<file path="config.mk">
export PLATFORM = sky130hd
export DESIGN_NAME = rc_link_frame_receiver_flat
export DESIGN_NICKNAME = d
export VERILOG_FILES = /design/src/hdl/rcfr_pkg.sv /design/src/hdl/rcfr_if.sv /design/src/hdl/rc_link_frame_receiver.sv /design/src/hdl/rcfr_ram.sv /design/src/hdl/rcfr_unpack.sv /design/src/flat_wrapper.sv
export VERILOG_INCLUDE_DIRS = /design/src /design/src/hdl
export SDC_FILE = /design/constraint.sdc
export NUM_CORES = 1
export LEC_CHECK = 0
export BUFFER_PORTS_ARGS = -buffer_cell sky130_fd_sc_hd__buf_2
export CAP_MARGIN = 5
export CORE_MARGIN = 1
export CORE_UTILIZATION = 40
export CTS_CLUSTER_SIZE = 16
export DETAILED_ROUTE_END_ITERATION = 10
export GPL_ROUTABILITY_DRIVEN = 0
export GPL_TIMING_DRIVEN = 0
export HOLD_SLACK_MARGIN = 0.03
export PLACE_DENSITY_LB_ADDON = 0.15
export SYNTH_ARGS = -nofsm -noshare
export SYNTH_HDL_FRONTEND = slang
export SYNTH_SLANG_ARGS = --single-unit
export TNS_END_PERCENT = 30
</file>
<file path="constraint.sdc">
create_clock -name clk -period 11.5 [get_ports clk]
set_input_delay 2.3 -clock clk [delete_from_list [all_inputs] [get_ports clk]]
set_output_delay 2.3 -clock clk [all_outputs]
set_load 0.01 [all_outputs]
</file>
<file path="src/hdl/assert_macros.svh">
// Assertion helpers shared by the receiver modules.
// Each macro expects signals named clk and rst in the scope where it is used.
`ifndef ASSERT_MACROS_SVH
`define ASSERT_MACROS_SVH

`define RCFR_ASSERT_IMP(label, ante, cons, msg) \
  label: assert property (@(posedge clk) disable iff (rst) (ante) |-> (cons)) \
    else $error(msg);

`define RCFR_ASSERT_NXT(label, ante, cons, msg) \
  label: assert property (@(posedge clk) disable iff (rst) (ante) |=> (cons)) \
    else $error(msg);

`endif

</file>
<file path="src/hdl/rcfr_pkg.sv">
`timescale 1ns / 1ps
`default_nettype none

package rcfr_pkg;

  localparam int MAX_FRAME_BYTES = 64;
  localparam int ADDR_W          = $clog2(MAX_FRAME_BYTES);
  localparam int POS_W           = $clog2(MAX_FRAME_BYTES + 1);
  localparam int BYTE_W          = 8;
  localparam int TIME_W          = 32;
  localparam int LEN_W           = BYTE_W + 1;

  localparam int FIRST_GUESS_LEN = 5;
  localparam int LEN_KNOWN_POS   = 3;
  localparam int POS_ADDR        = 0;
  localparam int POS_LEN         = 1;
  localparam int POS_TYPE        = 2;
  localparam int CRC_FIRST_POS   = POS_TYPE;

  localparam int NUM_CHANNELS    = 16;
  localparam int CH_BITS         = 11;
  localparam int CH_IDX_W        = $clog2(NUM_CHANNELS);
  localparam int CH_FIRST_BYTE   = 3;
  localparam int READ_BITS       = 2 * BYTE_W;
  localparam int CH_READS        = (NUM_CHANNELS * CH_BITS + READ_BITS - 1) / READ_BITS;
  localparam int BIDX_W          = $clog2(CH_FIRST_BYTE + 2 * CH_READS + 1);
  localparam int CMP_W           = (POS_W > BIDX_W) ? POS_W : BIDX_W;

  localparam int CFG_IDX_W       = 2;
  localparam int CFG_DATA_W      = 32;

  localparam logic [TIME_W-1:0] RST_TIMEOUT = '0;
  localparam logic [BYTE_W-1:0] RST_CH_TYPE = 8'd22;
  localparam logic [BYTE_W-1:0] RST_TARGET  = 8'd200;
  localparam logic [BYTE_W-1:0] RST_POLY    = 8'd213;

  typedef enum logic [CFG_IDX_W-1:0] {
    CFG_FRAME_TIMEOUT = 2'd0,
    CFG_CHANNEL_TYPE  = 2'd1,
    CFG_TARGET_ADDR   = 2'd2,
    CFG_CRC_POLY      = 2'd3
  } cfg_index_t;

  typedef struct packed {
    logic                    frame_end;
    logic                    crc_good;
    logic                    channels_valid;
    logic [CH_IDX_W-1:0]     channel_index;
    logic [CH_BITS-1:0]      channel_value;
    logic                    last;
  } result_t;

  typedef struct packed {
    logic             start;
    logic [POS_W-1:0] full;
  } unpack_ctrl_t;

  typedef struct packed {
    logic busy;
    logic item_valid;
  } unpack_stat_t;

  function automatic logic [BYTE_W-1:0] crc8_update(input logic [BYTE_W-1:0] crc,
                                                    input logic [BYTE_W-1:0] data,
                                                    input logic [BYTE_W-1:0] poly);
    logic [BYTE_W-1:0] c;
    c = crc ^ data;
    for (int i = 0; i < BYTE_W; i++) begin
      if (c[BYTE_W-1]) begin
        c = (c << 1) ^ poly;
      end else begin
        c = c << 1;
      end
    end
    return c;
  endfunction

endpackage

`default_nettype wire

</file>
<file path="src/hdl/rcfr_if.sv">
`timescale 1ns / 1ps
`default_nettype none

interface rcfr_in_if;
  logic                          valid;
  logic                          ready;
  logic [rcfr_pkg::BYTE_W-1:0]   rx_byte;
  logic [rcfr_pkg::TIME_W-1:0]   arrival_us;

  modport source (output valid, output rx_byte, output arrival_us, input ready);
  modport sink (input valid, input rx_byte, input arrival_us, output ready);
endinterface

interface rcfr_out_if;
  logic                          valid;
  logic                          ready;
  logic                          frame_end;
  logic                          crc_good;
  logic                          channels_valid;
  logic [rcfr_pkg::CH_IDX_W-1:0] channel_index;
  logic [rcfr_pkg::CH_BITS-1:0]  channel_value;
  logic                          last;

  modport source (output valid, output frame_end, output crc_good, output channels_valid,
                  output channel_index, output channel_value, output last, input ready);
  modport sink (input valid, input frame_end, input crc_good, input channels_valid,
                input channel_index, input channel_value, input last, output ready);
endinterface

`default_nettype wire

</file>
<file path="src/hdl/rc_link_frame_receiver.sv">
// Link frame receiver.
// in_ch carries one received byte with its microsecond arrival time per request;
// out_ch carries result requests. Both use valid/ready, moving a request at a
// rising edge where both are high. The cfg_we/cfg_index/cfg_data port writes the
// timeout, channel frame type, target address and CRC polynomial, one per edge.
// Bytes are taken one per cycle while in_ch.ready is high. A byte that completes
// no frame gives no result. A completed frame that is not a good channel frame
// gives one registered result. A good channel frame gives sixteen channel results:
// the unpacker reads two stored bytes per cycle from the frame memory while its
// bit buffer has room, and the channels follow one per cycle while out_ch takes
// them; in_ch is held off while those sixteen results are produced. An output
// register plus one skid entry let bytes keep flowing while a result waits; when
// out_ch stalls, in_ch stops only once the skid entry is full. Reset clears the
// position, start time, CRC and registers to their defaults; the frame memory is
// not cleared, since every byte read was written first.
`timescale 1ns / 1ps
`default_nettype none
`include "assert_macros.svh"

module rc_link_frame_receiver (
  input  logic                           clk,
  input  logic                           rst,
  rcfr_in_if.sink                        in_ch,
  rcfr_out_if.source                     out_ch,
  input  logic                           cfg_we,
  input  logic [rcfr_pkg::CFG_IDX_W-1:0] cfg_index,
  input  logic [rcfr_pkg::CFG_DATA_W-1:0] cfg_data
);
  import rcfr_pkg::*;

  logic [TIME_W-1:0] timeout;
  logic [BYTE_W-1:0] chan_type;
  logic [BYTE_W-1:0] target;
  logic [BYTE_W-1:0] poly;

  logic [POS_W-1:0]  byte_position;
  logic [TIME_W-1:0] start_us;
  logic [BYTE_W-1:0] running_crc;
  logic [BYTE_W-1:0] addr_reg;
  logic [BYTE_W-1:0] len_reg;
  logic [BYTE_W-1:0] type_reg;

  logic              out_valid;
  result_t           out_q;
  logic              pend_valid;
  result_t           pend_q;

  logic              accept;
  logic [TIME_W-1:0] elapsed;
  logic              timed_out;
  logic [POS_W-1:0]  pos_eff;
  logic [POS_W-1:0]  pos_next;
  logic              first;
  logic [BYTE_W-1:0] crc_base;
  logic [BYTE_W-1:0] crc_step;
  logic [BYTE_W-1:0] crc_new;
  logic [LEN_W-1:0]  len_plus;
  logic [POS_W-1:0]  full;
  logic              store_en;
  logic              complete;
  logic              good;
  logic              chan;
  logic              single_new;
  result_t           single_res;
  logic              out_free;
  logic              emit_ok;
  logic              burst_take;

  unpack_ctrl_t      uctrl;
  unpack_stat_t      ustat;
  result_t           uitem;
  logic [ADDR_W-1:0] raddr_a;
  logic [ADDR_W-1:0] raddr_b;
  logic [BYTE_W-1:0] rdata_a;
  logic [BYTE_W-1:0] rdata_b;

  always_comb begin
    in_ch.ready = !ustat.busy && !pend_valid;
    accept    = in_ch.valid && in_ch.ready;
    elapsed   = in_ch.arrival_us - start_us;
    timed_out = elapsed > timeout;
    pos_eff   = timed_out ? '0 : byte_position;
    first     = (pos_eff == '0);
    crc_base  = first ? '0 : running_crc;
    len_plus  = LEN_W'(len_reg) + LEN_W'(2);
    if (pos_eff < POS_W'(LEN_KNOWN_POS)) begin
      full = POS_W'(FIRST_GUESS_LEN);
    end else if (len_plus > LEN_W'(MAX_FRAME_BYTES)) begin
      full = POS_W'(MAX_FRAME_BYTES);
    end else begin
      full = len_plus[POS_W-1:0];
    end
    store_en  = pos_eff < full;
    pos_next  = pos_eff + POS_W'(1);
    complete  = store_en && (pos_next == full);
    crc_step  = crc8_update(crc_base, in_ch.rx_byte, poly);
    crc_new   = ((pos_eff >= POS_W'(CRC_FIRST_POS)) && !complete) ? crc_step : crc_base;
    good      = (crc_base == in_ch.rx_byte);
    chan      = good && (type_reg == chan_type) && (addr_reg == target);

    single_new                = accept && complete && !chan;
    single_res.frame_end      = 1'b1;
    single_res.crc_good       = good;
    single_res.channels_valid = 1'b0;
    single_res.channel_index  = '0;
    single_res.channel_value  = '0;
    single_res.last           = 1'b1;

    uctrl.start = accept && complete && chan;
    uctrl.full  = full;

    out_free   = !out_valid || out_ch.ready;
    emit_ok    = out_free && !pend_valid;
    burst_take = ustat.item_valid && emit_ok;
  end

  always_ff @(posedge clk) begin
    if (rst) begin
      timeout   <= RST_TIMEOUT;
      chan_type <= RST_CH_TYPE;
      target    <= RST_TARGET;
      poly      <= RST_POLY;
    end else if (cfg_we) begin
      case (cfg_index_t'(cfg_index))
        CFG_FRAME_TIMEOUT: timeout   <= cfg_data[TIME_W-1:0];
        CFG_CHANNEL_TYPE:  chan_type <= cfg_data[BYTE_W-1:0];
        CFG_TARGET_ADDR:   target    <= cfg_data[BYTE_W-1:0];
        CFG_CRC_POLY:      poly      <= cfg_data[BYTE_W-1:0];
        default: begin
        end
      endcase
    end
  end

  always_ff @(posedge clk) begin
    if (rst) begin
      byte_position <= '0;
      start_us      <= '0;
      running_crc   <= '0;
    end else if (accept) begin
      if (first) begin
        start_us <= in_ch.arrival_us;
      end
      if (store_en) begin
        if (complete) begin
          byte_position <= '0;
          running_crc   <= '0;
        end else begin
          byte_position <= pos_next;
          running_crc   <= crc_new;
        end
      end
    end
  end

  always_ff @(posedge clk) begin
    if (accept && store_en) begin
      if (pos_eff == POS_W'(POS_ADDR)) begin
        addr_reg <= in_ch.rx_byte;
      end
      if (pos_eff == POS_W'(POS_LEN)) begin
        len_reg <= in_ch.rx_byte;
      end
      if (pos_eff == POS_W'(POS_TYPE)) begin
        type_reg <= in_ch.rx_byte;
      end
    end
  end

  always_ff @(posedge clk) begin
    if (rst) begin
      out_valid  <= 1'b0;
      pend_valid <= 1'b0;
    end else begin
      if (pend_valid) begin
        if (out_free) begin
          out_valid  <= 1'b1;
          out_q      <= pend_q;
          pend_valid <= 1'b0;
        end
      end else if (single_new) begin
        if (out_free) begin
          out_valid <= 1'b1;
          out_q     <= single_res;
        end else begin
          pend_valid <= 1'b1;
          pend_q     <= single_res;
        end
      end else if (burst_take) begin
        out_valid <= 1'b1;
        out_q     <= uitem;
      end else if (out_ch.ready) begin
        out_valid <= 1'b0;
      end
    end
  end

  rcfr_ram #(
    .WIDTH (BYTE_W),
    .DEPTH (MAX_FRAME_BYTES)
  ) u_frame_store (
    .clk     (clk),
    .we      (accept && store_en),
    .waddr   (pos_eff[ADDR_W-1:0]),
    .wdata   (in_ch.rx_byte),
    .raddr_a (raddr_a),
    .raddr_b (raddr_b),
    .rdata_a (rdata_a),
    .rdata_b (rdata_b)
  );

  rcfr_unpack u_unpack (
    .clk     (clk),
    .rst     (rst),
    .ctrl    (uctrl),
    .emit_ok (emit_ok),
    .byte_a  (rdata_a),
    .byte_b  (rdata_b),
    .raddr_a (raddr_a),
    .raddr_b (raddr_b),
    .stat    (ustat),
    .item    (uitem)
  );

  assign out_ch.valid          = out_valid;
  assign out_ch.frame_end      = out_q.frame_end;
  assign out_ch.crc_good       = out_q.crc_good;
  assign out_ch.channels_valid = out_q.channels_valid;
  assign out_ch.channel_index  = out_q.channel_index;
  assign out_ch.channel_value  = out_q.channel_value;
  assign out_ch.last           = out_q.last;

  `RCFR_ASSERT_IMP(a_skid_behind_out, pend_valid, out_valid, "skid entry ahead of output")
  `RCFR_ASSERT_NXT(a_burst_starts, uctrl.start, ustat.busy, "channel burst did not start")
  `RCFR_ASSERT_IMP(a_burst_skid_empty, ustat.busy, !pend_valid, "skid entry during burst")

endmodule

`default_nettype wire

</file>
<file path="src/hdl/rcfr_ram.sv">
`timescale 1ns / 1ps
`default_nettype none

module rcfr_ram #(
  parameter int WIDTH = 8,
  parameter int DEPTH = 64
) (
  input  logic                     clk,
  input  logic                     we,
  input  logic [$clog2(DEPTH)-1:0] waddr,
  input  logic [WIDTH-1:0]         wdata,
  input  logic [$clog2(DEPTH)-1:0] raddr_a,
  input  logic [$clog2(DEPTH)-1:0] raddr_b,
  output logic [WIDTH-1:0]         rdata_a,
  output logic [WIDTH-1:0]         rdata_b
);

  logic [WIDTH-1:0] mem [DEPTH];

  always_ff @(posedge clk) begin
    if (we) begin
      mem[waddr] <= wdata;
    end
    rdata_a <= mem[raddr_a];
    rdata_b <= mem[raddr_b];
  end

endmodule

`default_nettype wire

</file>
<file path="src/hdl/rcfr_unpack.sv">
`timescale 1ns / 1ps
`default_nettype none
`include "assert_macros.svh"

module rcfr_unpack (
  input  logic                         clk,
  input  logic                         rst,
  input  rcfr_pkg::unpack_ctrl_t       ctrl,
  input  logic                         emit_ok,
  input  logic [rcfr_pkg::BYTE_W-1:0]  byte_a,
  input  logic [rcfr_pkg::BYTE_W-1:0]  byte_b,
  output logic [rcfr_pkg::ADDR_W-1:0]  raddr_a,
  output logic [rcfr_pkg::ADDR_W-1:0]  raddr_b,
  output rcfr_pkg::unpack_stat_t       stat,
  output rcfr_pkg::result_t            item
);
  import rcfr_pkg::*;

  localparam int ACC_W       = 48;
  localparam int CNT_W       = $clog2(ACC_W + 1);
  localparam int ISSUE_LIMIT = ACC_W - READ_BITS;
  localparam int J_W         = $clog2(CH_READS + 1);

  logic                 busy;
  logic [J_W-1:0]       rd_j;
  logic                 rd_pend;
  logic [1:0]           rd_mask;
  logic [ACC_W-1:0]     acc;
  logic [CNT_W-1:0]     cnt;
  logic [CH_IDX_W-1:0]  ch_k;
  logic [POS_W-1:0]     full_q;

  logic [CMP_W-1:0]     idx_a;
  logic [CMP_W-1:0]     idx_b;
  logic                 item_valid;
  logic                 cons;
  logic                 issue;
  logic                 last_ch;
  logic [CNT_W-1:0]     cnt_after;
  logic [CNT_W-1:0]     cnt_next;
  logic [READ_BITS-1:0] arr_bits;
  logic [ACC_W-1:0]     acc_shift;
  logic [ACC_W-1:0]     acc_next;

  always_comb begin
    idx_a      = CMP_W'(CH_FIRST_BYTE) + (CMP_W'(rd_j) << 1);
    idx_b      = idx_a + CMP_W'(1);
    raddr_a    = idx_a[ADDR_W-1:0];
    raddr_b    = idx_b[ADDR_W-1:0];
    item_valid = busy && (cnt >= CNT_W'(CH_BITS));
    cons       = item_valid && emit_ok;
    last_ch    = (ch_k == CH_IDX_W'(NUM_CHANNELS - 1));
    cnt_after  = cons ? (cnt - CNT_W'(CH_BITS)) : cnt;
    arr_bits   = '0;
    if (rd_pend) begin
      arr_bits = {(rd_mask[1] ? byte_b : '0), (rd_mask[0] ? byte_a : '0)};
    end
    acc_shift  = cons ? (acc >> CH_BITS) : acc;
    acc_next   = acc_shift | (ACC_W'(arr_bits) << cnt_after);
    cnt_next   = cnt_after + (rd_pend ? CNT_W'(READ_BITS) : '0);
    issue      = busy && (rd_j < J_W'(CH_READS)) && (cnt_next <= CNT_W'(ISSUE_LIMIT));
  end

  always_ff @(posedge clk) begin
    if (rst) begin
      busy    <= 1'b0;
      rd_pend <= 1'b0;
      rd_j    <= '0;
      cnt     <= '0;
      ch_k    <= '0;
    end else if (ctrl.start) begin
      busy    <= 1'b1;
      rd_pend <= 1'b0;
      rd_j    <= '0;
      cnt     <= '0;
      ch_k    <= '0;
    end else begin
      rd_pend <= issue;
      cnt     <= cnt_next;
      if (issue) begin
        rd_j <= rd_j + J_W'(1);
      end
      if (cons) begin
        ch_k <= ch_k + CH_IDX_W'(1);
        if (last_ch) begin
          busy <= 1'b0;
        end
      end
    end
  end

  always_ff @(posedge clk) begin
    if (ctrl.start) begin
      acc    <= '0;
      full_q <= ctrl.full;
    end else begin
      acc <= acc_next;
    end
    rd_mask <= {(CMP_W'(full_q) > idx_b), (CMP_W'(full_q) > idx_a)};
  end

  always_comb begin
    stat.busy           = busy;
    stat.item_valid     = item_valid;
    item.frame_end      = 1'b1;
    item.crc_good       = 1'b1;
    item.channels_valid = 1'b1;
    item.channel_index  = ch_k;
    item.channel_value  = acc[CH_BITS-1:0];
    item.last           = last_ch;
  end

  `RCFR_ASSERT_IMP(a_cnt_fits, busy, cnt <= CNT_W'(ACC_W), "bit buffer overflow")
  `RCFR_ASSERT_IMP(a_room_for_read, rd_pend, cnt <= CNT_W'(ISSUE_LIMIT), "read landed without room")
  `RCFR_ASSERT_IMP(a_no_restart, ctrl.start, !busy, "unpack started while busy")

endmodule

`default_nettype wire
</file>
<file path="src/flat_wrapper.sv">
// flat-port wrapper written by rule: the top's interface ports become plain ports
module rc_link_frame_receiver_flat import rcfr_pkg::*;
  (clk, rst, cfg_we, cfg_index, cfg_data, in_ch_valid, in_ch_rx_byte, in_ch_arrival_us, in_ch_ready, out_ch_valid, out_ch_frame_end, out_ch_crc_good, out_ch_channels_valid, out_ch_channel_index, out_ch_channel_value, out_ch_last, out_ch_ready);
  rcfr_in_if in_ch_i ();
  rcfr_out_if out_ch_i ();
  input  logic clk;
  input  logic rst;
  input  logic cfg_we;
  input  logic [rcfr_pkg::CFG_IDX_W-1:0] cfg_index;
  input  logic [rcfr_pkg::CFG_DATA_W-1:0] cfg_data;
  input wire logic [$bits(in_ch_i.valid)-1:0] in_ch_valid;
  input wire logic [$bits(in_ch_i.rx_byte)-1:0] in_ch_rx_byte;
  input wire logic [$bits(in_ch_i.arrival_us)-1:0] in_ch_arrival_us;
  output wire logic [$bits(in_ch_i.ready)-1:0] in_ch_ready;
  output wire logic [$bits(out_ch_i.valid)-1:0] out_ch_valid;
  output wire logic [$bits(out_ch_i.frame_end)-1:0] out_ch_frame_end;
  output wire logic [$bits(out_ch_i.crc_good)-1:0] out_ch_crc_good;
  output wire logic [$bits(out_ch_i.channels_valid)-1:0] out_ch_channels_valid;
  output wire logic [$bits(out_ch_i.channel_index)-1:0] out_ch_channel_index;
  output wire logic [$bits(out_ch_i.channel_value)-1:0] out_ch_channel_value;
  output wire logic [$bits(out_ch_i.last)-1:0] out_ch_last;
  input wire logic [$bits(out_ch_i.ready)-1:0] out_ch_ready;
  assign in_ch_i.valid = in_ch_valid;
  assign in_ch_i.rx_byte = in_ch_rx_byte;
  assign in_ch_i.arrival_us = in_ch_arrival_us;
  assign in_ch_ready = in_ch_i.ready;
  assign out_ch_valid = out_ch_i.valid;
  assign out_ch_frame_end = out_ch_i.frame_end;
  assign out_ch_crc_good = out_ch_i.crc_good;
  assign out_ch_channels_valid = out_ch_i.channels_valid;
  assign out_ch_channel_index = out_ch_i.channel_index;
  assign out_ch_channel_value = out_ch_i.channel_value;
  assign out_ch_last = out_ch_i.last;
  assign out_ch_i.ready = out_ch_ready;
  rc_link_frame_receiver u_core (.clk(clk), .rst(rst), .in_ch(in_ch_i), .out_ch(out_ch_i), .cfg_we(cfg_we), .cfg_index(cfg_index), .cfg_data(cfg_data));
endmodule
</file>
Word-level counts from Yosys, hierarchy flattened
Memories as Yosys holds them, arrays and structs flattened. A register that Yosys moved wholly into a read port is not among the register bits.
Cells that the tools add are included.

cells by class
  add/subtract/negate cells = 9
  $mul = 0
  div/mod/pow operators = 0
  order comparisons = 10
  equal/unequal tests = 12
  shift operators = 1
  muxes and demuxes = 39
  bitwise operators = 13
  reductions and logical operators = 40

operator list
  kind                 count
  $mux 8               13
  $mux 19              5
  $xor 8x8->8          9
  $mux 48              1
  $or 48x48->48        1
  $shl 16x6->48        1
  $gt 32x32->1         1
  $sub 32x32->32       1
  $mux 7               4
  $eq 8x8->1           3
  $reduce_and 2->1     10
  $mux 16              1
  $logic_and 1x1->1    15
  $mux 1               13
  $add 8x2->9 const B  1
  $gt 9x7->1 const B   1
  $add 4x1->4 const B  2
  $reduce_and 4->1     2
  $add 6x1->7 const B  1
  $add 7x1->7 const B  1
  $eq 7x1->1 const B   1
  $eq 7x2->1 const B   1
  $eq 7x7->1           1
  $ge 7x2->1 const B   1
  other kinds (25)     34

storage, ports and cells
  bits in registers = 222
  latch bits = 0
  RAM bits = 512
  ROM bits = 0
  input bits = 79
  logic and storage cells = 152
  memories = 1

memory list
  name                      depth  width  read ports  clocked after Yosys merged registers in  wr ports  line            text
  u_core.u_frame_store.mem  64     8      2           2                                        1         rcfr_ram.sv:18  logic [WIDTH-1:0] mem [DEPTH];

Depth between registers and ports, before layout
Gate-level depths: netlist (run 1).

  depth after elaboration = 24
  mapped depth = 50

By module
From an unflattened synthesis (run 1), not the netlist that was laid out.

second synthesis, totals
  cell total of the unflattened synthesis = 3,094
  area total of the unflattened synthesis = 39,469.1 sq um

modules (own cells, without submodules)
  module                  instances  cells an instance  area an instance (sq um)  seq. area each (sq um)
  rcfr_ram                1          1,211              24,274.5                  15,695.1
  rc_link_frame_receiver  1          1,268              10,258.6                  3,423.3
  rcfr_unpack             1          615                4,936.0                   1,531.5

Worst setup path after synthesis (run 1)
Ideal clock, no wire load.

  path type = input-to-reg
  start point = input in_ch_arrival_us[0]
  end point = register u_core.running_crc[3]
  setup time = 0.117 ns
  data arrival time = 11.603 ns
  required time = 11.383 ns
  setup slack = -0.220 ns
  cell stages on the path = 47
  cell sequence = inv_1 -> ha_1 -> inv_1 -> fa_1 -> a21o_1 -> a21oi_1 -> o21ai_0 -> a21oi_1 -> o21ai_0 -> a21oi_1 -> o21ai_0 -> a21oi_1 -> o21ai_0 -> a21oi_1 -> o2111a_1 -> o21ai_0 -> a31oi_1 -> o211ai_1 -> (+11 left out) -> clkbuf_1 -> buf_1 -> and2_1 -> a221oi_1 -> o311a_1 -> clkbuf_1 -> xnor2_1 -> a31o_2 -> or3_4 -> and3_4 -> xnor3_2 -> mux2i_1 -> and2_1 -> or4_1 -> buf_2 -> nand3_1 -> xnor3_1 -> a22o_1

on the way
  longest elaborated chain between the ends = 23
  elaborated cells on any way between the ends = 34
  classes of those cells = add/sub: 2; order compare: 4; eq/ne: 1; mux: 13; bitwise: 9; reduce/logical: 5

ends and longest elaborated chain
  what                                          line                            text
  start: declaration                            flat_wrapper.sv:13              input wire logic [$bits(in_ch_i.arrival_us)-1:0] in_ch_arrival_us;
  $sub 32x32->32 *                              rc_link_frame_receiver.sv:80    elapsed = in_ch.arrival_us - start_us;
  $gt 32x32->1 *                                rc_link_frame_receiver.sv:81    timed_out = elapsed > timeout;
  $mux 7 *                                      rc_link_frame_receiver.sv:82    pos_eff = timed_out ? '0 : byte_position;
  $logic_not 7->1                               rc_link_frame_receiver.sv:83    first = (pos_eff == '0);
  $mux 8                                        rc_link_frame_receiver.sv:84    crc_base = first ? '0 : running_crc;
  $xor 8x8->8                                   rcfr_pkg.sv:67                  c = crc ^ data;
  $xor 8x8->8                                   rcfr_pkg.sv:70                  c = (c << 1) ^ poly;
  $mux 8                                        rcfr_pkg.sv:69                  if (c[BYTE_W-1]) begin
  (+7 left out)                                 -
  $xor 8x8->8 / $mux 8 (equally long branches)  rcfr_pkg.sv:70, rcfr_pkg.sv:69
  $mux 8 / $xor 8x8->8 (equally long branches)  rcfr_pkg.sv:69, rcfr_pkg.sv:70
  $xor 8x8->8 / $mux 8 (equally long branches)  rcfr_pkg.sv:70, rcfr_pkg.sv:69
  $mux 8 / $xor 8x8->8 (equally long branches)  rcfr_pkg.sv:69, rcfr_pkg.sv:70
  $xor 8x8->8 / $mux 8 (equally long branches)  rcfr_pkg.sv:70, rcfr_pkg.sv:69
  $mux 8                                        rcfr_pkg.sv:69
  $mux 8                                        rc_link_frame_receiver.sv:97    crc_new = ((pos_eff >= POS_W'(CRC_FIRST_POS)) && !complete) ? crc_step : crc_base;
  $mux 8                                        rc_link_frame_receiver.sv:145   if (complete) begin
  end signal: assignment                        rc_link_frame_receiver.sv:150   running_crc <= crc_new;
  end: declaration                              rc_link_frame_receiver.sv:38    logic [BYTE_W-1:0] running_crc;

Every way passes the cells marked *; elsewhere a longest branch is shown, timed or not.
A chain may end at the register's enable or synchronous reset.

Final worst setup path (run 1)
Same ends and word-level chain as after synthesis.

==> results of run 1 <==
## cell usage after synthesis (all sizes together), types with 13 or more instances
cell    count
and3       19
mux2i      22
xnor2      81
nand3      50
dfxtp     187
a31oi      26
nand2     417
nor2      240
inv       114
nor2b      15
o21ai      84
nor4       17
buf        31
nor3       38
a21oi     170
nand4      22
nand2b     16
mux4      123
clkbuf    117
o22ai      16
and2       33
a21o       13
xor2       25
edfxtp    482
ha         92
## report_power, final
group / internal [mW] / leakage (nW) / switching (mW)
logic: 0.497 / 5.91 / 0.602
clock network: 1.31 / 1.14 / 0.968
registers: 2.61 / 5.92 / 0.0165
## kinds of logic after synthesis
| family | after synthesis | synth area share [%] |
|---|---|---|
| xor gates and xnor gates | 113 | 3.45 |
| and+or+nand+nor | 918 | 13.0 |
| adders and majority gates | 94 | 3.74 |
| DFF | 669 | 57.7 |
| AOI/OAI and AO/OA | 447 | 9.04 |
| other | 1 | 0.0119 |
| buffers and inverters | 264 | 3.21 |
| muxes | 155 | 9.84 |
## cell type report
class,instances,area (sq um)
inverter,116,435
sequential,669,18200
tap,1040,1300
fill,6941,40600
multi-input combinational,1729,13100
clock buffer,92,2010
timing repair buffer,181,1130
antenna,1,2.50
buffer,145,614
clock inverter,41,323
## layout by cell type, fill, tap and decap left out, types with 97 or more instances in the layout
cell	netlist	final
dfxtp_1	187	187
a21oi_1	168	156
buf_2	5	97
nand2_1	417	410
inv_1	114	113
nor2_1	240	188
clkbuf_1	117	118
mux4_2	123	123
edfxtp_1	482	482
## path summary, 6_finish.rpt
path | endpoint | cells past startpoint | startpoint | slack, ps
worst max-delay path | u_core.running_crc[3]$_SDFFE_PP0P_ | 48 | in_ch_arrival_us[0] | 320
worst min-delay path | u_core.start_us[13]$_SDFFE_PP0P_ | 2 | u_core.start_us[13]$_SDFFE_PP0P_ | 450
worst max register to register | u_core.running_crc[3]$_SDFFE_PP0P_ | 46 | u_core.start_us[0]$_SDFFE_PP0P_ | 1850
worst min register to register | u_core.start_us[13]$_SDFFE_PP0P_ | 2 | u_core.start_us[13]$_SDFFE_PP0P_ | 450
## worst max-delay path, delay by kind of cell
| family | cells | cell delay, ps |
|---|---|---|
| compound gates | 22 | 3860 |
| xor+xnor | 4 | 1060 |
| buf+inv | 7 | 870 |
| fa+ha+maj | 4 | 1030 |
| simple gates | 10 | 2440 |
| mux | 1 | 110 |
## metal layers
layer	GRT usage, %	wire [um]
met1	28.0	36600
met2	36.1	41100
met3	2.60	3940
met4	5.99	2040
met5	0	11
## repair_timing
action | 4_1_cts | 5_1_grt
pin swaps | 20 | 39
resized for setup | 111 | 100
setup buffers | 44 | 30
endpoints found under the setup margin | 572 | 571
## metrics by stage
step	total power [mW]	TNS [ps]	hold slack, ps
after global routing	6.24	-835	467
after global placement	3.51	-937010	442
after CTS	5.90	0	454
final	6.01	0	455
after detailed placement	3.52	-901440	446
after floorplan	3.29	0	436
==> results.sh, run 1 <==
export IMPL_status="complete, no violations"
export IMPL_end_kind="flop"
export IMPL_setup_viol_count_final=0
export IMPL_routedWlPerCell_um=20.9
export IMPL_cpPeakStageDelay_ps=600
export IMPL_regMostFlops="u_core.u_frame_store.mem"
export IMPL_placedCellCount=3808
export IMPL_finClkSkew_ps=26.9
export IMPL_syn_area_per_cell_sq_um=11.9
export IMPL_fp_row_count=102
export IMPL_cts_tree="yes"
export IMPL_synth_top_cell_by_area="edfxtp_1"
export IMPL_h_tree_depth=3
export IMPL_core_area_sq_mm=0.0777
export IMPL_dpl_hpwl_mm=57.6
export IMPL_yosys_cell_types_count=89
export IMPL_worstMarginPinSlew_ps=1310
export IMPL_area_growth_pct=17.8
export IMPL_drc_errors=0
export IMPL_hold_viol_final=0
export IMPL_ios=100
export IMPL_synth_edf_count=482
export IMPL_die_x_um=283
export IMPL_p_leak_nw=13.0
export IMPL_overflow=0
export IMPL_drtIter0Drc=1920
export IMPL_grt_use_total_pct=21.1
export IMPL_maxSlewViolCount=0
export IMPL_design_area_sq_mm=0.0372
export IMPL_pwr_density_cell_mw_per_mm2=162
export IMPL_clkSinkCount=669
export IMPL_synth_seq_cells=669
export IMPL_largest_register_ffs=432
export IMPL_fin_util_pct=47.8
export IMPL_critPathRequiredTime_ps=12020
export IMPL_dp_slack_ps=-2060
export IMPL_start_util_pct=40.6
export IMPL_cp_arrival_ps=11690
export IMPL_max_vdd_ir_drop_mv=0.117
export IMPL_setup_ws_ps=325
export IMPL_clock_latency_ps=630
export IMPL_grt_pass1_wl_mm=128
export IMPL_period_share_pct=97.2
export IMPL_grt_pass1_vias=21500
export IMPL_worst_path_most_repeated_cell="a21oi_2"
export IMPL_synthArstFlopShare_pct=0
export IMPL_worstSetupPathType="input port to flop"
export IMPL_drt_wl_total_mm=83.7
export IMPL_nets=3089
export IMPL_grt_antenna_before_repair=2
export IMPL_synth_seq_area_share_pct=57.7
export IMPL_vias=21900
export IMPL_final_cells=4014
export IMPL_clock_fmax_mhz=89.5
export IMPL_grt_max_degree=62
export IMPL_yosys_warnings=0
export IMPL_fin_crit_ps=11180
export IMPL_max_slew_margin_rel_pct=12.7
export IMPL_synth_top_area_share_pct=45.9
export IMPL_ant_nets=0
export IMPL_cts_made_buffers=75
export IMPL_vias_per_cell=5.45
export IMPL_ys_flop_type="edfxtp_1"
export IMPL_die_h_um=283
export IMPL_dpl_cell_area_sq_mm=0.0335
export IMPL_synth_area_top_cells="edfxtp_1 46%, dfxtp_1 12%, mux4_2 8.8%"
export IMPL_io_buffers=97
export IMPL_max_cap_violations=0
export IMPL_clk_pin_slew_ps=60
export IMPL_cp_slowest_cell="or4_4"
export IMPL_die_area_sq_mm=0.0800
export IMPL_ctsHoldBuffers=0
export IMPL_crit_path_start_kind="input port"
export IMPL_drive_gt1_share_pct=20.5
export IMPL_clock_path_buffers=3
export IMPL_path_max_fanout=8
export IMPL_root_buffer="clkbuf_16"
export IMPL_firstDrtPassIters=8
export IMPL_netlist_area_sq_mm=0.0315
export IMPL_rsz0062_at_grt="true"
export IMPL_hold_class="flop to flop"
export IMPL_reg_top3="u_core.u_frame_store.mem x432, u_core.u_unpack.acc x48"
export IMPL_syn_inst=2661
Power figures use the tool's default switching activity.
==> run 2, diff against run 1 <==
--- a/config.mk
+++ b/config.mk
@@ -16,6 +16,7 @@
 export GPL_TIMING_DRIVEN = 0
 export HOLD_SLACK_MARGIN = 0.03
 export PLACE_DENSITY_LB_ADDON = 0.15
+export RECOVER_POWER = 50
 export SYNTH_ARGS = -nofsm -noshare
 export SYNTH_HDL_FRONTEND = slang
 export SYNTH_SLANG_ARGS = --single-unit
==> constraint.sdc (replaced) <==
create_clock -name clk -period 10.4 [get_ports clk]
set_input_delay 2.08 -clock clk [delete_from_list [all_inputs] [get_ports clk]]
set_output_delay 2.08 -clock clk [all_outputs]
set_load 0.01 [all_outputs]
==> run 2 against run 1 <==
  * Non-clock buffer count up 17
  * Hold slack worse by 1.4 ps
  * Routed wire length about the same
  * Cell area up 1.7%
  * Global-route usage down 0.081 points
  * Sequential share of layout area down 0.84 points
  * Combinational power up 19%
  * Cell count up 0.50%
  * Largest cell class unchanged
==> results.sh, run 2 (synthesis results as in run 1) <==
export IMPL_holdPathStages=2
export IMPL_root_buffer="clkbuf_16"
export IMPL_drc_errors=0
export IMPL_die_area_sq_mm=0.0800
export IMPL_max_cap_violations=0
export IMPL_max_vdd_ir_drop_mv=0.122
export IMPL_fp_row_count=102
export IMPL_r2r_start="u_core.start_us[0]$_SDFFE_PP0P_"
export IMPL_clock_fmax_mhz=96.4
export IMPL_dpl_hpwl_mm=57.4
export IMPL_grt_pass1_vias=22000
export IMPL_clkSinkCount=669
export IMPL_final_cell_mix="482 x edfxtp_1, 406 x nand2_1, 189 x nor2_1"
export IMPL_routedWlPerCell_um=20.8
export IMPL_max_slew_margin_rel_pct=15.3
export IMPL_maxSlewViolCount=0
export IMPL_reg_top3="u_core.u_frame_store.mem x432, u_core.u_unpack.acc x48"
export IMPL_start_util_pct=40.6
export IMPL_vias_per_cell=5.50
export IMPL_drive_gt1_share_pct=21.9
export IMPL_path_max_fanout=8
export IMPL_fin_crit_ps=10380
export IMPL_grt_antenna_before_repair=1
export IMPL_pwr_density_cell_mw_per_mm2=181
export IMPL_vias=22200
export IMPL_reg2reg_depth=45
export IMPL_final_common_cell="edfxtp_1"
export IMPL_clock_latency_ps=620
export IMPL_clock_path_buffers=3
export IMPL_ios=100
export IMPL_cts_tree="yes"
export IMPL_ff2ff_setup_slack_ps=1240
export IMPL_r2r_end="u_core.running_crc[3]$_SDFFE_PP0P_"
export IMPL_grt_pass1_wl_mm=128
export IMPL_hold_class="flop to flop"
export IMPL_worstSetupPathType="input port to flop"
export IMPL_regMostFlops="u_core.u_frame_store.mem"
export IMPL_startpoint="in_ch_arrival_us[0]"
export IMPL_core_area_sq_mm=0.0777
export IMPL_setup_ws_ps=21.2
export IMPL_cp_arrival_ps=10900
export IMPL_overflow=0
export IMPL_area_growth_pct=19.8
export IMPL_die_x_um=283
export IMPL_io_buffers=97
export IMPL_worst_path_most_repeated_cell="a21oi_2"
export IMPL_setup_viol_count_final=0
export IMPL_hold_slack_ps=453
export IMPL_cts_made_buffers=75
export IMPL_holdPathEnd="u_core.timeout[12]$_SDFFE_PP0P_"
export IMPL_nets=3106
export IMPL_cpPeakStageDelay_ps=610
export IMPL_p_leak_nw=13.2
export IMPL_fin_util_pct=48.6
export IMPL_finClkSkew_ps=22.3
export IMPL_hold_viol_final=0
export IMPL_ant_nets=0
export IMPL_drt_wl_total_mm=83.7
export IMPL_period_share_pct=99.8
export IMPL_status="complete, no violations"
export IMPL_crit_path_start_kind="input port"
export IMPL_die_h_um=283
export IMPL_hold_path_startpoint="u_core.timeout[12]$_SDFFE_PP0P_"
export IMPL_grt_use_total_pct=21.0
export IMPL_cp_slowest_cell="or4_4"
export IMPL_h_tree_depth=3
export IMPL_dp_slack_ps=-2250
export IMPL_rsz0062_at_grt="true"
export IMPL_clk_pin_slew_ps=60
export IMPL_critPathRequiredTime_ps=10920
export IMPL_worstMarginPinSlew_ps=1270
export IMPL_firstDrtPassIters=6
export IMPL_fin_setup_tns_ps=0
export IMPL_largest_register_ffs=432
export IMPL_grt_max_degree=62
export IMPL_end_kind="flop"
export IMPL_drtIter0Drc=1848
-- run 2: cell count changes in the layout (fill, tap and decap cells not counted), sizes merged --
cell,previous run,this run
bufinv,3,5
buf,214,233
clkinv,32,25
inv,116,120
clkbuf,204,207
clkinvlp,6,5
-- run 2: stage by stage --
| step | cells | instance area, sq um | total power, mW |
|---|---|---|---|
| 2_1_floorplan | 2662 | 31700 | 3.67 |
| 3_3_place_gp | 3799 | 33500 | 3.91 |
| 3_5_place_dp | 3808 | 33600 | 3.93 |
| 6_report | 4034 | 37800 | 6.83 |
| 4_1_cts | 3987 | 37000 | 6.67 |
| 5_1_grt | 4034 | 37800 | 7.09 |
-- run 2: worst max path at each step --
stage | to | slack (ps) | cells past startpoint
6_report | u_core.running_crc[3]$_SDFFE_PP0P_ | 20 | 47
5_1_grt | u_core.running_crc[3]$_SDFFE_PP0P_ | -300 | 43
4_1_cts | u_core.running_crc[5]$_SDFFE_PP0P_ | -230 | 46
3_5_place_dp | u_core.u_frame_store.mem[62][1]$_DFFE_PP_ | -2250 | 43
3_3_place_gp | u_core.u_frame_store.mem[29][5]$_DFFE_PP_ | -2710 | 42
2_1_floorplan | u_core.running_crc[3]$_SDFFE_PP0P_ | -10 | 47
-- run 2: final cells by class --
cell class,count,area [sq um]
clock buffer,97,2060
multi-input combinational,1729,13400
sequential,669,18200
timing repair buffer,199,1340
inverter,116,438
fill,6879,39900
clock inverter,39,368
tap,1040,1300
antenna,1,2.50
buffer,144,633
-- run 2: critical path: cells and delay by family --
kind	cells	cell delay (ps)
AO/OA/AOI/OAI	21	3750
multiplexers	1	120
XOR/XNOR	4	920
AND/OR/NAND/NOR	11	2440
adder cells (fa/ha/maj)	4	960
buffers and inverters	6	590
-- run 2: layer usage --
metal  vias to the layer above  routed length (um)  share of wire, %  track usage (%)
met1                     11100               36800                44             28.0
li1                      10300                   -                 -                -
met3                       149                3950               4.7             2.60
met2                       648               40700                49             35.5
met4                         0                2250               2.7             6.75
met5                         -                   0                 0                0
-- run 2: what timing repair did --
item                                    4_1_cts  5_1_grt
gates cloned                                  0        0
pin swaps                                    45       56
setup buffers                                47       43
hold buffers                                  0        0
endpoints found under the setup margin      576      572
gates resized for setup                     153       95
-- run 2: power breakdown --
part,total (mW),switching [mW],internal [mW]
Combinational,1.31,0.702,0.605
Clock,2.62,1.08,1.53
Sequential,2.91,0.0185,2.89
==> run 3, diff against run 2 <==
--- a/config.mk
+++ b/config.mk
@@ -19,5 +19,6 @@
 export RECOVER_POWER = 50
 export SYNTH_ARGS = -nofsm -noshare
 export SYNTH_HDL_FRONTEND = slang
+export SYNTH_HIERARCHICAL = 1
 export SYNTH_SLANG_ARGS = --single-unit
 export TNS_END_PERCENT = 30
==> run 3 against run 2 <==
  * The run now ends with max-capacitance violations, max-slew violations left
  * Clock power increased by 14%
  * Clock-buffer cell count up 13
  * Via count increased by 31%
  * Combinational power grew 44%
  * Hold slack better by 1.4 ps
==> results.sh, run 3 <==
export IMPL_status="finished, violations left"
export IMPL_failed_checks="max-capacitance violations, max-slew violations"
export IMPL_cts_tree="yes"
export IMPL_period_share_pct=100
export IMPL_grt_pass1_vias=28300
export IMPL_routedWlPerCell_um=26.3
export IMPL_clock_fmax_mhz=96.2
export IMPL_die_area_sq_mm=0.0999
export IMPL_grt_pass1_wl_mm=184
export IMPL_antenna_cells_inserted=0
export IMPL_p_total_mw=8.15
export IMPL_max_vdd_ir_drop_mv=0.200
export IMPL_largest_register_ffs=512
export IMPL_area_growth_pct=19.6
export IMPL_worstMarginPinSlew_ps=3660
export IMPL_yosysMostFrequentCell="edfxtp_1"
export IMPL_cpPeakStageDelay_ps=370
export IMPL_overflow=0
export IMPL_worst_path_most_repeated_cell="o21ai_2"
export IMPL_yosys_warnings=6
export IMPL_synth_seq_area_share_pct=52.3
export IMPL_path_max_fanout=8
export IMPL_cts_made_buffers=85
export IMPL_pwr_density_cell_mw_per_mm2=173
export IMPL_synth_edf_count=563
export IMPL_setup_ws_ps=3.76
export IMPL_fp_row_count=114
export IMPL_final_cell_mix="563 x edfxtp_1, 320 x nand2_1, 271 x mux4_2"
export IMPL_io_buffers=99
export IMPL_firstDrtPassIters=8
export IMPL_ant_nets=0
export IMPL_max_cap_violations=9
export IMPL_die_x_um=316
export IMPL_grt_use_total_pct=24.8
export IMPL_yosys_cell_types_count=113
export IMPL_synth_top_cell_by_area="edfxtp_1"
export IMPL_syn_inst=3094
export IMPL_dp_slack_ps=-2390
export IMPL_ys_flop_type="edfxtp_1"
export IMPL_cp_arrival_ps=10930
export IMPL_synthArstFlopShare_pct=0
export IMPL_finClkSkew_ps=30.8
export IMPL_end_kind="flop"
export IMPL_hold_viol_final=0
export IMPL_ctsHoldBuffers=0
export IMPL_drtIter0Drc=3504
export IMPL_synth_area_top_cells="edfxtp_1 43%, mux4_2 15%, dfxtp_1 9.5%"
export IMPL_clock_path_buffers=3
export IMPL_multi_input_area_sq_mm=0.0187
export IMPL_maxSlewViolCount=420
export IMPL_regMostFlops="u_core/u_frame_store/mem"
export IMPL_final_common_cell="edfxtp_1"
export IMPL_worstSetupPathType="input port to flop"
export IMPL_clock_latency_ps=670
export IMPL_drt_wl_total_mm=126
export IMPL_start_util_pct=40.6
export IMPL_crit_family="compound AO/OA/AOI/OAI gates"
export IMPL_synth_top_area_share_pct=42.8
export IMPL_dpl_hpwl_mm=88.1
export IMPL_drc_errors=0
export IMPL_clkSinkCount=750
export IMPL_synth_commonest_cells="563 x edfxtp_1, 336 x nand2_1, 271 x mux4_2"
export IMPL_cp_slowest_cell="a211o_1"
export IMPL_grt_max_degree=72
export IMPL_netlist_area_sq_mm=0.0395
export IMPL_fillers=8493
export IMPL_nets=3606
export IMPL_grt_antenna_before_repair=4
export IMPL_hold_class="flop to flop"
export IMPL_reg_top3="u_core/u_frame_store/mem x512, u_core/u_unpack/acc x48"
export IMPL_max_slew_margin_rel_pct=-144
export IMPL_core_area_sq_mm=0.0973
export IMPL_root_buffer="clkbuf_16"
export IMPL_vias_per_cell=6.06
export IMPL_design_area_sq_mm=0.0472
export IMPL_crit_buf_inv=4
export IMPL_h_tree_depth=3
export IMPL_synth_seq_cells=750
export IMPL_die_h_um=316
export IMPL_syn_area_per_cell_sq_um=12.8
export IMPL_seqCellArea_sq_mm=0.0206
export IMPL_clk_pin_slew_ps=60
export IMPL_ios=100
export IMPL_rsz0062_at_grt="true"
export IMPL_vias=29000
export IMPL_setup_viol_count_final=0
export IMPL_p_leak_nw=16.3
export IMPL_crit_path_start_kind="input port"
export IMPL_fin_crit_ps=10400
export IMPL_dpl_cell_area_sq_mm=0.0418
export IMPL_critPathRequiredTime_ps=10930
export IMPL_drive_gt1_share_pct=27.5
## run 3: cell types whose count changed after synthesis, moves of 13 or more
| cell | delta |
|---|---|
| xor2_1 | +18 |
| clkbuf_1 | -19 |
| edfxtp_1 | +81 |
| a22oi_1 | +21 |
| nand2_1 | -81 |
| o22ai_1 | +32 |
| buf_2 | +38 |
| xnor2_1 | -15 |
| buf_4 | +33 |
| o21ai_1 | +13 |
| mux2i_1 | +74 |
| mux4_2 | +148 |
| o21ai_0 | -16 |
| nand3_1 | +14 |
## run 3: final timing paths
path,start,to,slack (ps),depth (start not counted)
setup reg to reg,u_core/start_us[1]$_SDFFE_PP0P_,u_core/running_crc[7]$_SDFFE_PP0P_,1080,47
hold reg to reg,u_core/start_us[28]$_SDFFE_PP0P_,u_core/start_us[28]$_SDFFE_PP0P_,450,2
setup / recovery,in_ch_arrival_us[1],u_core/running_crc[7]$_SDFFE_PP0P_,4,47
hold / removal,u_core/start_us[28]$_SDFFE_PP0P_,u_core/start_us[28]$_SDFFE_PP0P_,450,2
## run 3: kinds of logic after synthesis
kind of cell    share of synthesized area, %
simple gates                            10.1
mux                                     18.3
buf+inv                                 3.65
other cells                           0.0190
compound gates                          9.57
flops                                   52.3
fa+ha+maj                               2.97
xor+xnor                                3.10
## run 3: cell type report
type                            instances  area share (%)
Sequential cell                       750            43.7
Inverter                              114           0.962
Multi-Input combinational cell       2033            39.6
Timing Repair Buffer                  252            4.24
Clock inverter                         46           0.904
Buffer                                198            2.24
Tap cell                             1276            3.38
Clock buffer                          110            4.94
## run 3: what timing repair did
item,4_1_cts,5_1_grt
gates resized for setup,200,139
setup buffers,93,51
gates cloned,0,4
endpoints found under the hold margin,0,0
setup endpoints to repair,656,662
pin swaps,85,105
## run 3: tightest hold or removal path, stage by stage (launching register included)
cell and delay (ps):
dfxtp_1 310, nand2_1 50, a21oi_1 50
## run 3: metrics by stage
stage                     hold WS [ps]  TNS [ps]  utilization (%)  instances
final                              455         0             48.5       4779
after global routing               469    -12600             48.5       4779
after CTS                          455    -11670             47.6       4725
after detailed placement           447  -1313000             42.9       4478
after global placement             443  -1256790             42.9       4473
after floorplan                    430     -10.5                -       3098
## run 3: power by group
group | switching [mW] | internal [mW] | total, mW | leakage [nW]
clock network | 1.25 | 1.74 | 2.99 | 1.34
registers | 0.0208 | 3.25 | 3.27 | 6.61
logic | 1.01 | 0.875 | 1.89 | 8.36
## run 3: metal layers
layer  share of wire (%)  up-vias  track usage (%)
met4                 4.1        4             9.64
li1                    -    12600                -
met5               0.018        -                0
met1                  40    14700             33.1
met2                  47     1428             39.5
met3                 9.0      303             5.34
